## src/rtl/core/blp_pkg.sv

```systemverilog
package blp_pkg;

  localparam int unsigned LEVEL_W    = 7;
  localparam int unsigned MINUTE_W   = 11;
  localparam int unsigned TICKS_W    = 32;
  localparam int unsigned FUNC_W     = 2;
  localparam int unsigned REASON_W   = 3;
  localparam int unsigned CFG_IDX_W  = 3;
  localparam int unsigned CFG_DATA_W = 32;

  localparam int unsigned BOOT_WAIT_TICKS = 120;
  localparam int unsigned BOOT_W          = $clog2(BOOT_WAIT_TICKS + 1);

  localparam logic [LEVEL_W-1:0] FULL_LEVEL = LEVEL_W'(100);
  localparam logic [BOOT_W-1:0]  BOOT_LIMIT = BOOT_W'(BOOT_WAIT_TICKS);

  typedef enum logic [FUNC_W-1:0] {
    FUNC_TICK   = 2'd0,
    FUNC_TOUCH  = 2'd1,
    FUNC_CONFIG = 2'd2,
    FUNC_NONE   = 2'd3
  } func_t;

  typedef enum logic [REASON_W-1:0] {
    REASON_DAY   = 3'd0,
    REASON_NIGHT = 3'd1,
    REASON_BOOT  = 3'd2,
    REASON_IDLE  = 3'd3,
    REASON_SETUP = 3'd4
  } reason_t;

  typedef enum logic [CFG_IDX_W-1:0] {
    REG_DAY_LEVEL    = 3'd0,
    REG_NIGHT_LEVEL  = 3'd1,
    REG_NIGHT_START  = 3'd2,
    REG_NIGHT_END    = 3'd3,
    REG_SCREEN_OFF   = 3'd4,
    REG_WAKE_TOUCH   = 3'd5,
    REG_STORED_LEVEL = 3'd6,
    REG_UNUSED       = 3'd7
  } reg_idx_t;

  // Level-related settings the policy looks at.
  typedef struct packed {
    logic [LEVEL_W-1:0]  day_level;
    logic [LEVEL_W-1:0]  night_level;
    logic [MINUTE_W-1:0] win_start;
    logic [MINUTE_W-1:0] win_end;
  } policy_cfg_t;

  typedef struct packed {
    logic [LEVEL_W-1:0] level;
    reason_t            reason;
  } target_t;

  function automatic logic [LEVEL_W-1:0] cap_level(input logic [LEVEL_W-1:0] v);
    return (v > FULL_LEVEL) ? FULL_LEVEL : v;
  endfunction

  function automatic logic [LEVEL_W-1:0] load_stored(input logic [LEVEL_W-1:0] v);
    return (v != '0 && v <= FULL_LEVEL) ? v : FULL_LEVEL;
  endfunction

  // Start inclusive, end exclusive, wraps past midnight, off when equal.
  function automatic logic in_window(input logic [MINUTE_W-1:0] m,
                                     input logic [MINUTE_W-1:0] s,
                                     input logic [MINUTE_W-1:0] e);
    logic r;
    if (s == e)     r = 1'b0;
    else if (s < e) r = (m >= s) && (m < e);
    else            r = (m >= s) || (m < e);
    return r;
  endfunction

  function automatic target_t pick_level(input policy_cfg_t         c,
                                         input logic                synced,
                                         input logic [MINUTE_W-1:0] minute,
                                         input logic                setup,
                                         input logic                blank,
                                         input logic                cfgd,
                                         input logic [BOOT_W-1:0]   boot,
                                         input logic [LEVEL_W-1:0]  remembered);
    target_t t;
    logic    hold;
    hold = !synced && (!cfgd || (c.win_start != c.win_end)) && (boot < BOOT_LIMIT);
    if (setup) begin
      t.level  = FULL_LEVEL;
      t.reason = REASON_SETUP;
    end else if (blank) begin
      t.level  = '0;
      t.reason = REASON_IDLE;
    end else if (synced && in_window(minute, c.win_start, c.win_end)) begin
      t.level  = cap_level(c.night_level);
      t.reason = REASON_NIGHT;
    end else if (hold) begin
      t.level  = remembered;
      t.reason = REASON_BOOT;
    end else begin
      t.level  = cap_level(c.day_level);
      t.reason = REASON_DAY;
    end
    return t;
  endfunction

endpackage

```

## src/rtl/core/backlight_level_policy.sv

```systemverilog
// Backlight level policy. Each input word is one event (tick, touch press or
// configuration applied) with the clock-sync flag, the local minute of day and
// the setup flag; each event yields exactly one result word. Level priority is
// setup (100), inactivity blank (0), synced night window, the remembered level
// during the boot hold, then the day level. Ticks advance the saturating idle
// counter and the boot-hold counter; touches on a dark panel are swallowed and
// may wake it. One event is taken per clock: the state update and the policy
// pick are a single pass of compare/select logic between the event input and
// the result register, and the input stalls only while a held result is itself
// stalled. Settings are written through the cfg port (always ready); the user
// must write them only while no event is in flight, unenforced by the block;
// a stored_level write reloads remembered_level (0 or above 100 loads as 100).
module backlight_level_policy (
  input  logic                              clk,
  input  logic                              rst,
  // event input
  input  logic                              in_valid,
  output logic                              in_stall,
  input  logic [blp_pkg::FUNC_W-1:0]        func,
  input  logic                              clock_synced,
  input  logic [blp_pkg::MINUTE_W-1:0]      minute_of_day,
  input  logic                              setup_on,
  // result output
  output logic                              out_valid,
  input  logic                              out_stall,
  output logic [blp_pkg::LEVEL_W-1:0]       level,
  output logic [blp_pkg::REASON_W-1:0]      reason,
  output logic                              applied,
  output logic                              consumed,
  output logic                              woke,
  output logic                              save_valid,
  output logic [blp_pkg::LEVEL_W-1:0]       save_level,
  // configuration writes
  input  logic                              cfg_valid,
  output logic                              cfg_ready,
  input  logic [blp_pkg::CFG_IDX_W-1:0]     cfg_index,
  input  logic [blp_pkg::CFG_DATA_W-1:0]    cfg_data
);
  import blp_pkg::*;

  // settings
  policy_cfg_t          pcfg;
  logic [TICKS_W-1:0]   screen_off_ticks;
  logic                 touch_wake_en;

  // policy state
  logic [TICKS_W-1:0]   idle_count, idle_count_next;
  logic [BOOT_W-1:0]    boot_count, boot_count_next;
  logic                 blanked, blanked_next;
  logic                 configured_flag, configured_flag_next;
  logic [LEVEL_W-1:0]   applied_level, applied_level_next;
  logic [LEVEL_W-1:0]   remembered_level, remembered_level_next;
  reason_t              last_reason, last_reason_next;

  // result register
  logic [LEVEL_W-1:0]   r_level;
  reason_t              r_reason;
  logic                 r_applied, r_consumed, r_woke, r_save;
  logic [LEVEL_W-1:0]   r_save_level;

  logic                 in_accept;
  logic                 cfg_write;
  func_t                ev;
  logic                 do_apply, ev_consumed, ev_woke, ev_save;
  logic                 sel_blank, sel_cfgd;
  logic [BOOT_W-1:0]    sel_boot;
  logic [TICKS_W-1:0]   idle_inc;
  logic                 dark;
  target_t              tgt;

  assign cfg_ready = 1'b1;
  assign cfg_write = cfg_valid && cfg_ready;

  // Result register empties or drains this cycle -> room for a new word.
  assign in_stall  = out_valid && out_stall;
  assign in_accept = in_valid && !in_stall;

  assign ev       = func_t'(func);
  assign dark     = (applied_level == '0);
  assign idle_inc = (idle_count != '1) ? idle_count + TICKS_W'(1) : idle_count;

  // Inputs to the single policy evaluation. A touch never sees the blank
  // (resume level), and its apply also runs with blanked cleared, so one
  // evaluation covers both the resume test and the apply.
  always_comb begin
    boot_count_next = boot_count;
    if (ev == FUNC_TICK && boot_count < BOOT_LIMIT)
      boot_count_next = boot_count + BOOT_W'(1);

    sel_boot  = boot_count_next;
    sel_cfgd  = configured_flag || (ev == FUNC_CONFIG);
    sel_blank = 1'b0;
    if (ev == FUNC_TICK)
      sel_blank = !setup_on &&
                  (blanked || (screen_off_ticks != '0 && idle_inc >= screen_off_ticks));
  end

  assign tgt = pick_level(pcfg, clock_synced, minute_of_day, setup_on,
                          sel_blank, sel_cfgd, sel_boot, remembered_level);

  always_comb begin
    idle_count_next      = idle_count;
    blanked_next         = blanked;
    configured_flag_next = configured_flag;
    do_apply             = 1'b0;
    ev_consumed          = 1'b0;
    ev_woke              = 1'b0;
    unique case (ev)
      FUNC_TICK: begin
        idle_count_next = setup_on ? '0 : idle_inc;
        blanked_next    = sel_blank;
        do_apply        = 1'b1;
      end
      FUNC_TOUCH: begin
        ev_consumed = dark;
        ev_woke     = dark && blanked && touch_wake_en && (tgt.level != '0);
        // dark with a zero resume target: the policy keeps it dark
        if (!dark || tgt.level == '0 || ev_woke)
          idle_count_next = '0;
        if (dark && (tgt.level == '0 || ev_woke)) begin
          blanked_next = 1'b0;
          do_apply     = 1'b1;
        end
      end
      FUNC_CONFIG: begin
        configured_flag_next = 1'b1;
        idle_count_next      = '0;
        blanked_next         = 1'b0;
        do_apply             = 1'b1;
      end
      default: ;
    endcase

    applied_level_next    = applied_level;
    last_reason_next      = last_reason;
    remembered_level_next = remembered_level;
    ev_save               = 1'b0;
    if (do_apply) begin
      applied_level_next = tgt.level;
      last_reason_next   = tgt.reason;
      // day or night pick that moves the remembered level gets persisted
      if ((tgt.reason == REASON_DAY || tgt.reason == REASON_NIGHT) &&
          tgt.level != '0 && tgt.level != remembered_level) begin
        remembered_level_next = tgt.level;
        ev_save               = 1'b1;
      end
    end
  end

  // settings registers
  always_ff @(posedge clk) begin
    if (rst) begin
      pcfg.day_level   <= FULL_LEVEL;
      pcfg.night_level <= FULL_LEVEL;
      pcfg.win_start   <= '0;
      pcfg.win_end     <= '0;
      screen_off_ticks <= '0;
      touch_wake_en    <= 1'b1;
    end else if (cfg_write) begin
      unique case (reg_idx_t'(cfg_index))
        REG_DAY_LEVEL:   pcfg.day_level   <= cfg_data[LEVEL_W-1:0];
        REG_NIGHT_LEVEL: pcfg.night_level <= cfg_data[LEVEL_W-1:0];
        REG_NIGHT_START: pcfg.win_start   <= cfg_data[MINUTE_W-1:0];
        REG_NIGHT_END:   pcfg.win_end     <= cfg_data[MINUTE_W-1:0];
        REG_SCREEN_OFF:  screen_off_ticks <= cfg_data[TICKS_W-1:0];
        REG_WAKE_TOUCH:  touch_wake_en    <= cfg_data[0];
        default: ;
      endcase
    end
  end

  // policy state
  always_ff @(posedge clk) begin
    if (rst) begin
      idle_count       <= '0;
      boot_count       <= '0;
      blanked          <= 1'b0;
      configured_flag  <= 1'b0;
      applied_level    <= FULL_LEVEL;
      remembered_level <= FULL_LEVEL;
      last_reason      <= REASON_DAY;
    end else if (cfg_write && reg_idx_t'(cfg_index) == REG_STORED_LEVEL) begin
      remembered_level <= load_stored(cfg_data[LEVEL_W-1:0]);
    end else if (in_accept) begin
      idle_count       <= idle_count_next;
      boot_count       <= boot_count_next;
      blanked          <= blanked_next;
      configured_flag  <= configured_flag_next;
      applied_level    <= applied_level_next;
      remembered_level <= remembered_level_next;
      last_reason      <= last_reason_next;
    end
  end

  // result word
  always_ff @(posedge clk) begin
    if (rst) begin
      out_valid <= 1'b0;
    end else if (in_accept) begin
      out_valid <= 1'b1;
    end else if (!out_stall) begin
      out_valid <= 1'b0;
    end
  end

  always_ff @(posedge clk) begin
    if (in_accept) begin
      r_level      <= applied_level_next;
      r_reason     <= last_reason_next;
      r_applied    <= do_apply;
      r_consumed   <= ev_consumed;
      r_woke       <= ev_woke;
      r_save       <= ev_save;
      r_save_level <= remembered_level_next;
    end
  end

  assign level      = r_level;
  assign reason     = r_reason;
  assign applied    = r_applied;
  assign consumed   = r_consumed;
  assign woke       = r_woke;
  assign save_valid = r_save;
  assign save_level = r_save_level;

endmodule

```

## config.mk

```make
export PLATFORM = sky130hd
export DESIGN_NAME = backlight_level_policy
export DESIGN_NICKNAME = d
export VERILOG_FILES = /design/src/rtl/core/blp_pkg.sv /design/src/rtl/core/backlight_level_policy.sv
export SDC_FILE = /design/constraint.sdc
export NUM_CORES = 1
export LEC_CHECK = 0
export BUFFER_PORTS_ARGS = -buffer_cell sky130_fd_sc_hd__buf_2
export CAP_MARGIN = 5
export CORE_MARGIN = 2
export CORE_UTILIZATION = 37
export DETAILED_ROUTE_END_ITERATION = 16
export PLACE_DENSITY_LB_ADDON = 0.25
export SKIP_LAST_GASP = 1
export SLEW_MARGIN = 20
export SYNTH_ARGS = -nofsm -noshare
export SYNTH_HDL_FRONTEND = slang
export SYNTH_SLANG_ARGS = --single-unit
```

## constraint.sdc

```tcl
create_clock -name clk -period 7.9 [get_ports clk]
set_input_delay 1.975 -clock clk [delete_from_list [all_inputs] [get_ports clk]]
set_output_delay 1.975 -clock clk [all_outputs]
set_load 0.02 [all_outputs]
```

# [After elaboration in Yosys (flattened, before gate mapping)]
# Cells that the tools add are included.
[totals] register_bits=149 elab_cells=130
[classes] addsub=2 order_cmp=9 n_eq_ne=16 mux=30 n_bitwise=1 n_reduce_logical=51
[ops] cell="32-bit two-way mux" n=3
[ops] cell="32-bit case mux with 3 select lines" n=1
[ops] cell="7-bit two-way mux" n=9
[ops] cell="10-bit two-way mux" n=4
[ops] cell="32-bit by 1-bit adder with 32-bit output, second input constant" n=1
[ops] cell="32-bit greater-or-equal comparator" n=1
[ops] cell="32-bit != test, second input constant" n=1
[ops] cell="32-bit nonzero test" n=1
[ops] cell="11-bit < comparator" n=2
[ops] cell="1-bit logical AND" n=17
[ops] cell="7-bit greater-than comparator, second input constant" n=2
[ops] cell="7-bit zero test" n=2
[ops] cell="7-bit < comparator, second input constant" n=2
[ops] cell="2-bit AND reduction" n=7
[ops] cell="7-bit nonzero test" n=2
[ops] cell="11-bit == test" n=1
[ops] cell="11-bit greater-or-equal comparator" n=1
[ops] cell="11-bit != test" n=1
[ops] cell="1-bit two-way mux" n=10
[ops] cell="3-bit == test, second input constant" n=3
[ops] cell="1-bit logical OR" n=8
[ops] cell="4-bit AND reduction" n=2
[ops] cell="7-bit by 1-bit adder with 7-bit output, second input constant" n=1
[ops] cell="7-bit less-or-equal comparator, second input constant" n=1
[ops] cell="other kinds (18)" n=26

# [Longest topological paths before layout]
[logic_depth] ltp_word=22 mapped_depth=24 depth_no_buf=22

# [Worst setup path before layout]
# OpenSTA, ideal clock, no wires.
[synth_path] kind="reg2reg" start="reg idle_count[10]" end="reg r_level[0], in the netlist level[0], data pin" arrival_time_ns=5.020 t_required_ns=7.640 path_slack_ns=2.620 stages_incl_launch_ff=22 n_path_buf=1 period_less_slack_ns=5.280 path_cell_list="dfxtp_1 > and4_1 > nand4_1 > or4_1 > nand3b_1 > nand2_1 > or2_2 > nor2_1 > xor2_1 > ha_1 > and4_1 > nand4_1 > or4_4 > a311oi_2 > a311oi_4 > inv_1 > nor3_2 > o41ai_2 > a21oi_1 > nor2_1 > buf_2 > mux2_2"
[synth_via] elab_chain_cells=16 word_cells_on_any_way=18 classes_between="1 x add/sub; 1 x order compare; 1 x eq/ne; 7 x mux; 8 x reduce/logical"
[synth_rtl] element="from (decl)" line_no="backlight_level_policy.sv:47" source="logic [TICKS_W-1:0] idle_count, idle_count_next;"
[synth_rtl] element="from (signal assigned)" line_no="backlight_level_policy.sv:185" source="idle_count <= idle_count_next;"
[synth_rtl] element="32-bit by 1-bit adder with 32-bit output or 32-bit != test (tied branches)" line_no="backlight_level_policy.sv:80" source="assign idle_inc = (idle_count != '1) ? idle_count + TICKS_W'(1) : idle_count;"
[synth_rtl] element="32-bit two-way mux *" line_no="backlight_level_policy.sv:80"
[synth_rtl] element="32-bit greater-or-equal comparator *" line_no="backlight_level_policy.sv:95" source="(blanked || (screen_off_ticks != '0 && idle_inc >= screen_off_ticks));"
[synth_rtl] element="1-bit logical AND *" line_no="backlight_level_policy.sv:95"
[synth_rtl] element="1-bit logical OR *" line_no="backlight_level_policy.sv:95"
[synth_rtl] element="1-bit logical AND *" line_no="backlight_level_policy.sv:94" source="sel_blank = !setup_on &&"
[synth_rtl] element="1-bit two-way mux *" line_no="backlight_level_policy.sv:93" source="if (ev == FUNC_TICK)"
[synth_rtl] element="10-bit two-way mux *" line_no="blp_pkg.sv:89" source="end else if (blank) begin"
[synth_rtl] element="[2 not listed]"
[synth_rtl] element="1-bit logical AND" line_no="backlight_level_policy.sv:116" source="ev_woke = dark && blanked && touch_wake_en && (tgt.level != '0);"
[synth_rtl] element="1-bit logical OR *" line_no="backlight_level_policy.sv:120" source="if (dark && (tgt.level == '0 || ev_woke)) begin"
[synth_rtl] element="1-bit logical AND *" line_no="backlight_level_policy.sv:120"
[synth_rtl] element="1-bit two-way mux *" line_no="backlight_level_policy.sv:120"
[synth_rtl] element="1-bit case mux with 2 select lines *" line_no="backlight_level_policy.sv:108" source="unique case (ev)"
[synth_rtl] element="named net do_apply" line_no="backlight_level_policy.sv:64" source="logic do_apply, ev_consumed, ev_woke, ev_save;"
[synth_rtl] element="7-bit two-way mux *" line_no="backlight_level_policy.sv:138" source="if (do_apply) begin"
[synth_rtl] element="named net applied_level_next[0]" line_no="backlight_level_policy.sv:51" source="logic [LEVEL_W-1:0] applied_level, applied_level_next;"
[synth_rtl] element="to (signal assigned)" line_no="backlight_level_policy.sv:208" source="r_level <= applied_level_next;"
[synth_rtl] element="to (decl)" line_no="backlight_level_policy.sv:56" source="logic [LEVEL_W-1:0] r_level;"
# The timed path passes the listed nets; every way through them passes the cells marked *.
# A chain may end at the register's enable or synchronous reset.

# [Final worst setup path]
[layout_path] start="reg idle_count[10]" end="reg r_level[2], in the netlist level[2], data pin"
[layout_via] elab_chain_cells=16 word_cells_on_any_way=18 classes_between="1 x add/sub; 1 x order compare; 1 x eq/ne; 7 x mux; 8 x reduce/logical"
[layout_rtl] element="32-bit by 1-bit adder with 32-bit output or 32-bit != test (tied branches)" line_no="backlight_level_policy.sv:80"
[layout_rtl] element="32-bit two-way mux *" line_no="backlight_level_policy.sv:80"
[layout_rtl] element="32-bit greater-or-equal comparator *" line_no="backlight_level_policy.sv:95"
[layout_rtl] element="1-bit logical AND *" line_no="backlight_level_policy.sv:95"
[layout_rtl] element="1-bit logical OR *" line_no="backlight_level_policy.sv:95"
[layout_rtl] element="1-bit logical AND *" line_no="backlight_level_policy.sv:94"
[layout_rtl] element="1-bit two-way mux *" line_no="backlight_level_policy.sv:93"
[layout_rtl] element="10-bit two-way mux *" line_no="blp_pkg.sv:89"
[layout_rtl] element="10-bit two-way mux *" line_no="blp_pkg.sv:86" source="if (setup) begin"
[layout_rtl] element="7-bit nonzero test" line_no="backlight_level_policy.sv:116"
[layout_rtl] element="1-bit logical AND" line_no="backlight_level_policy.sv:116"
[layout_rtl] element="1-bit logical OR" line_no="backlight_level_policy.sv:120"
[layout_rtl] element="1-bit logical AND" line_no="backlight_level_policy.sv:120"
[layout_rtl] element="1-bit two-way mux" line_no="backlight_level_policy.sv:120"
[layout_rtl] element="1-bit case mux with 2 select lines" line_no="backlight_level_policy.sv:108"
[layout_rtl] element="7-bit two-way mux *" line_no="backlight_level_policy.sv:138"
[layout_rtl] element="named net applied_level_next[2]" line_no="backlight_level_policy.sv:51"
# Marks and branches as above.

==> metrics.yaml <==
final_cell_mix: "nand2_1 (198), a21oi_1 (145), dfxtp_1 (128), inv_1 (76), buf_2 (76)"
setup_viol: 0
wl_per_cell_um: 16.18
grt_max_degree: 66
routed_wl_um: 24690
antenna_left: 0
coreArea_sq_um: 24180
worst_slew_pin_slew_ns: 0.9395
syn_inst: 1144
die_y_um: 160.6
via_per_inst: 5.364
final.setup.tns_ns: 0
cts_resized: 0
die_x_um: 160.6
leakage_nw: 3.887
seq_area_sq_um: 3193
via_count: 8186
path_clk_slew_ns: 0.06
drtIter0Drc: 553
grt_pass1_wl_um: 40640
cts_buffers: 17
drive_gt1_share_pct: 12.48
fin_util_pct: 42.30
slew_viol_final: 0
yosysTopAreaCell: "dfxtp_1"
status: "finished, final reports clean"
dpl.hpwl_um: 18260
clock-sinks: 149
cp-end-kind: "register"
fillCellCount: 2476
grt_pass1_vias: 7810
yosys_most_used_dff: "dfxtp_1"
grtUsageTotal_pct: 19.56
syn_nets: 1269
grt_overflow_total: 0
dr.pass1.iters: 5
cts_hold_buf: 0
timing.hold.ws_ns: 0.4565
maxCapViolCount: 0
cts-root-buf: "clkbuf_16"
finalHoldViolations: 0
cts_buffer_depth: 2
synth_top_area_share_pct: 28.24
period_share_pct: 87.19
cts_tree: "yes"
ir_worst_vdd_mv: 0.1117
ys_types: 78
final_nets: 1314
ys_seq_area_share_pct: 35.20
synth-async-reset-ratio_pct: 0
synth_edf_count: 21
skew_ns: 0.01199
min_period_ns: 6.888
worst-path-max-fanout: 12
hold_path.class: "reg -> reg"
htreeDepth: 4
antenna_cells: 0
postCtsSetupBuffers: 0
synth_warnings: 0
antenna_found_initial: 0
relSlewSlack_pct: 37.13
clock_latency_ns: 0.43
rsz0062_at_grt: "false"
port_buffers: 77
final_common_cell: "nand2_1"
totalPowerFinal_mw: 1.855
start_util_pct: 37.53
synth_area_leaders: "dfxtp_1 (28%), ha_1 (9.7%), nand2_1 (8.2%), a21oi_1 (8.0%), edfxtp_1 (7.0%)"
area_growth_pct: 12.72
synth-seq-cells: 149
cp.arrival_ns: 7.06
routabilityCongestion: 0.9097
syn_area_per_cell_sq_um: 7.930
crit_required_ns: 8.07
multi_input_area_sq_um: 5328
crit_path_start_kind: "register"
powerDensity_nw_per_um2: 181.4
synth_area_sq_um: 9072
clock.fmax_ghz: 0.1452
dieArea_sq_um: 25790
row_count: 57
crit_type: "reg -> reg"
io_pins: 79
route.detailed.drc: 0
[worst max-delay path: stages (launching register included)]
cell and delay, ns:
dfxtp_1 0.41, and4_1 0.27, nand4_1 0.17, or4_1 0.53, nand3b_1 0.47, nand2_1 0.35, or2_2 0.22, nor2_1 0.06
xor2_1 0.15, ha_1 0.30, and4_1 0.24, nand4_1 0.11, or4_4 0.49, a311oi_2 0.35, a311oi_4 0.14, inv_1 0.15
nor3_2 0.08, o41ai_2 0.54, a21oi_1 0.35, nor2_1 0.80, mux2_2 0.43
[report_power, final]
group / internal, mW / switching, mW
clock: 0.458 / 0.344
sequential: 0.788 / 0.0128
combinational: 0.0853 / 0.166
total: 1.33 / 0.523
[flip-flops by register name (all words and copies together), names as in the netlist]
signal            flops
applied               1
applied_level         7
blanked               1
boot_count            7
configured_flag       1
consumed              1
idle_count           32
last_reason           3
level                 7
out_valid             1
pcfg                 36
reason                3
remembered_level      7
save_level            7
save_valid            1
screen_off_ticks     32
touch_wake_en         1
woke                  1
[cells in the mapped netlist, drive strengths merged, types with 3 or more instances]
library cell    n
nand2b          4
a22oi           6
a2111oi         4
edfxtp         21
mux2i          15
inv            77
nor2b           7
nand4b          8
or3             3
o211ai          5
o21a            4
dfxtp         128
nor3           14
buf            12
o41ai           3
and2           10
xor2           17
and3           13
a31oi          10
o31ai           4
ha             70
a21oi         145
and4            6
a211oi          7
or2             6
nand3          52
clkbuf         45
nand4          17
xnor2          19
or4            13
o311ai          3
nand3b          4
o21ai          53
a311oi          5
nor4           13
a21o           10
nor2           70
o22ai           3
nand2         199
mux2           14
a41oi           5
[kinds of logic after synthesis]
family	share of synthesized area [%]
AO/OA/AOI/OAI	18.99
XOR/XNOR	3.475
adder cells (fa/ha/maj)	9.888
buffers and inverters	6.137
flip-flops	35.20
multiplexers	3.393
other	0.04133
AND/OR/NAND/NOR	22.88
[cell type report]
cell class | instances | area share [%]
Timing Repair Buffer | 83 | 4.233
Multi-Input combinational cell | 860 | 52.10
Inverter | 78 | 2.863
Tap cell | 324 | 3.964
Clock inverter | 12 | 1.138
Sequential cell | 149 | 31.22
Clock buffer | 20 | 4.478
[stage by stage]
| stage | setup slack [ns] | instance area (sq um) | instances |
|---|---|---|---|
| after floorplan | 2.620 | 9072 | 1144 |
| after global placement | 1.328 | 9652 | 1494 |
| after detailed placement | 1.065 | 9652 | 1494 |
| after CTS | 0.9925 | 10230 | 1526 |
| after global routing | 0.4916 | 10230 | 1526 |
| final | 1.012 | 10230 | 1526 |
[per-layer routing]
metal | GRT usage [%] | part of all wire [%]
met1 | 25.74 | 46
met2 | 32.27 | 47
met3 | 3.409 | 4.3
met4 | 7.125 | 2.8
met5 | 0 | 0
[path summary, 6_finish.rpt]
check                       from             end  slack, ns  cells after the start
hold reg to reg   idle_count[19]  idle_count[19]       0.46                      2
hold / removal    idle_count[19]  idle_count[19]       0.46                      2
setup reg to reg  idle_count[10]        level[2]       1.01                     20
setup / recovery  idle_count[10]        level[2]       1.01                     20
Note: power is estimated with default switching activity, not from simulation.
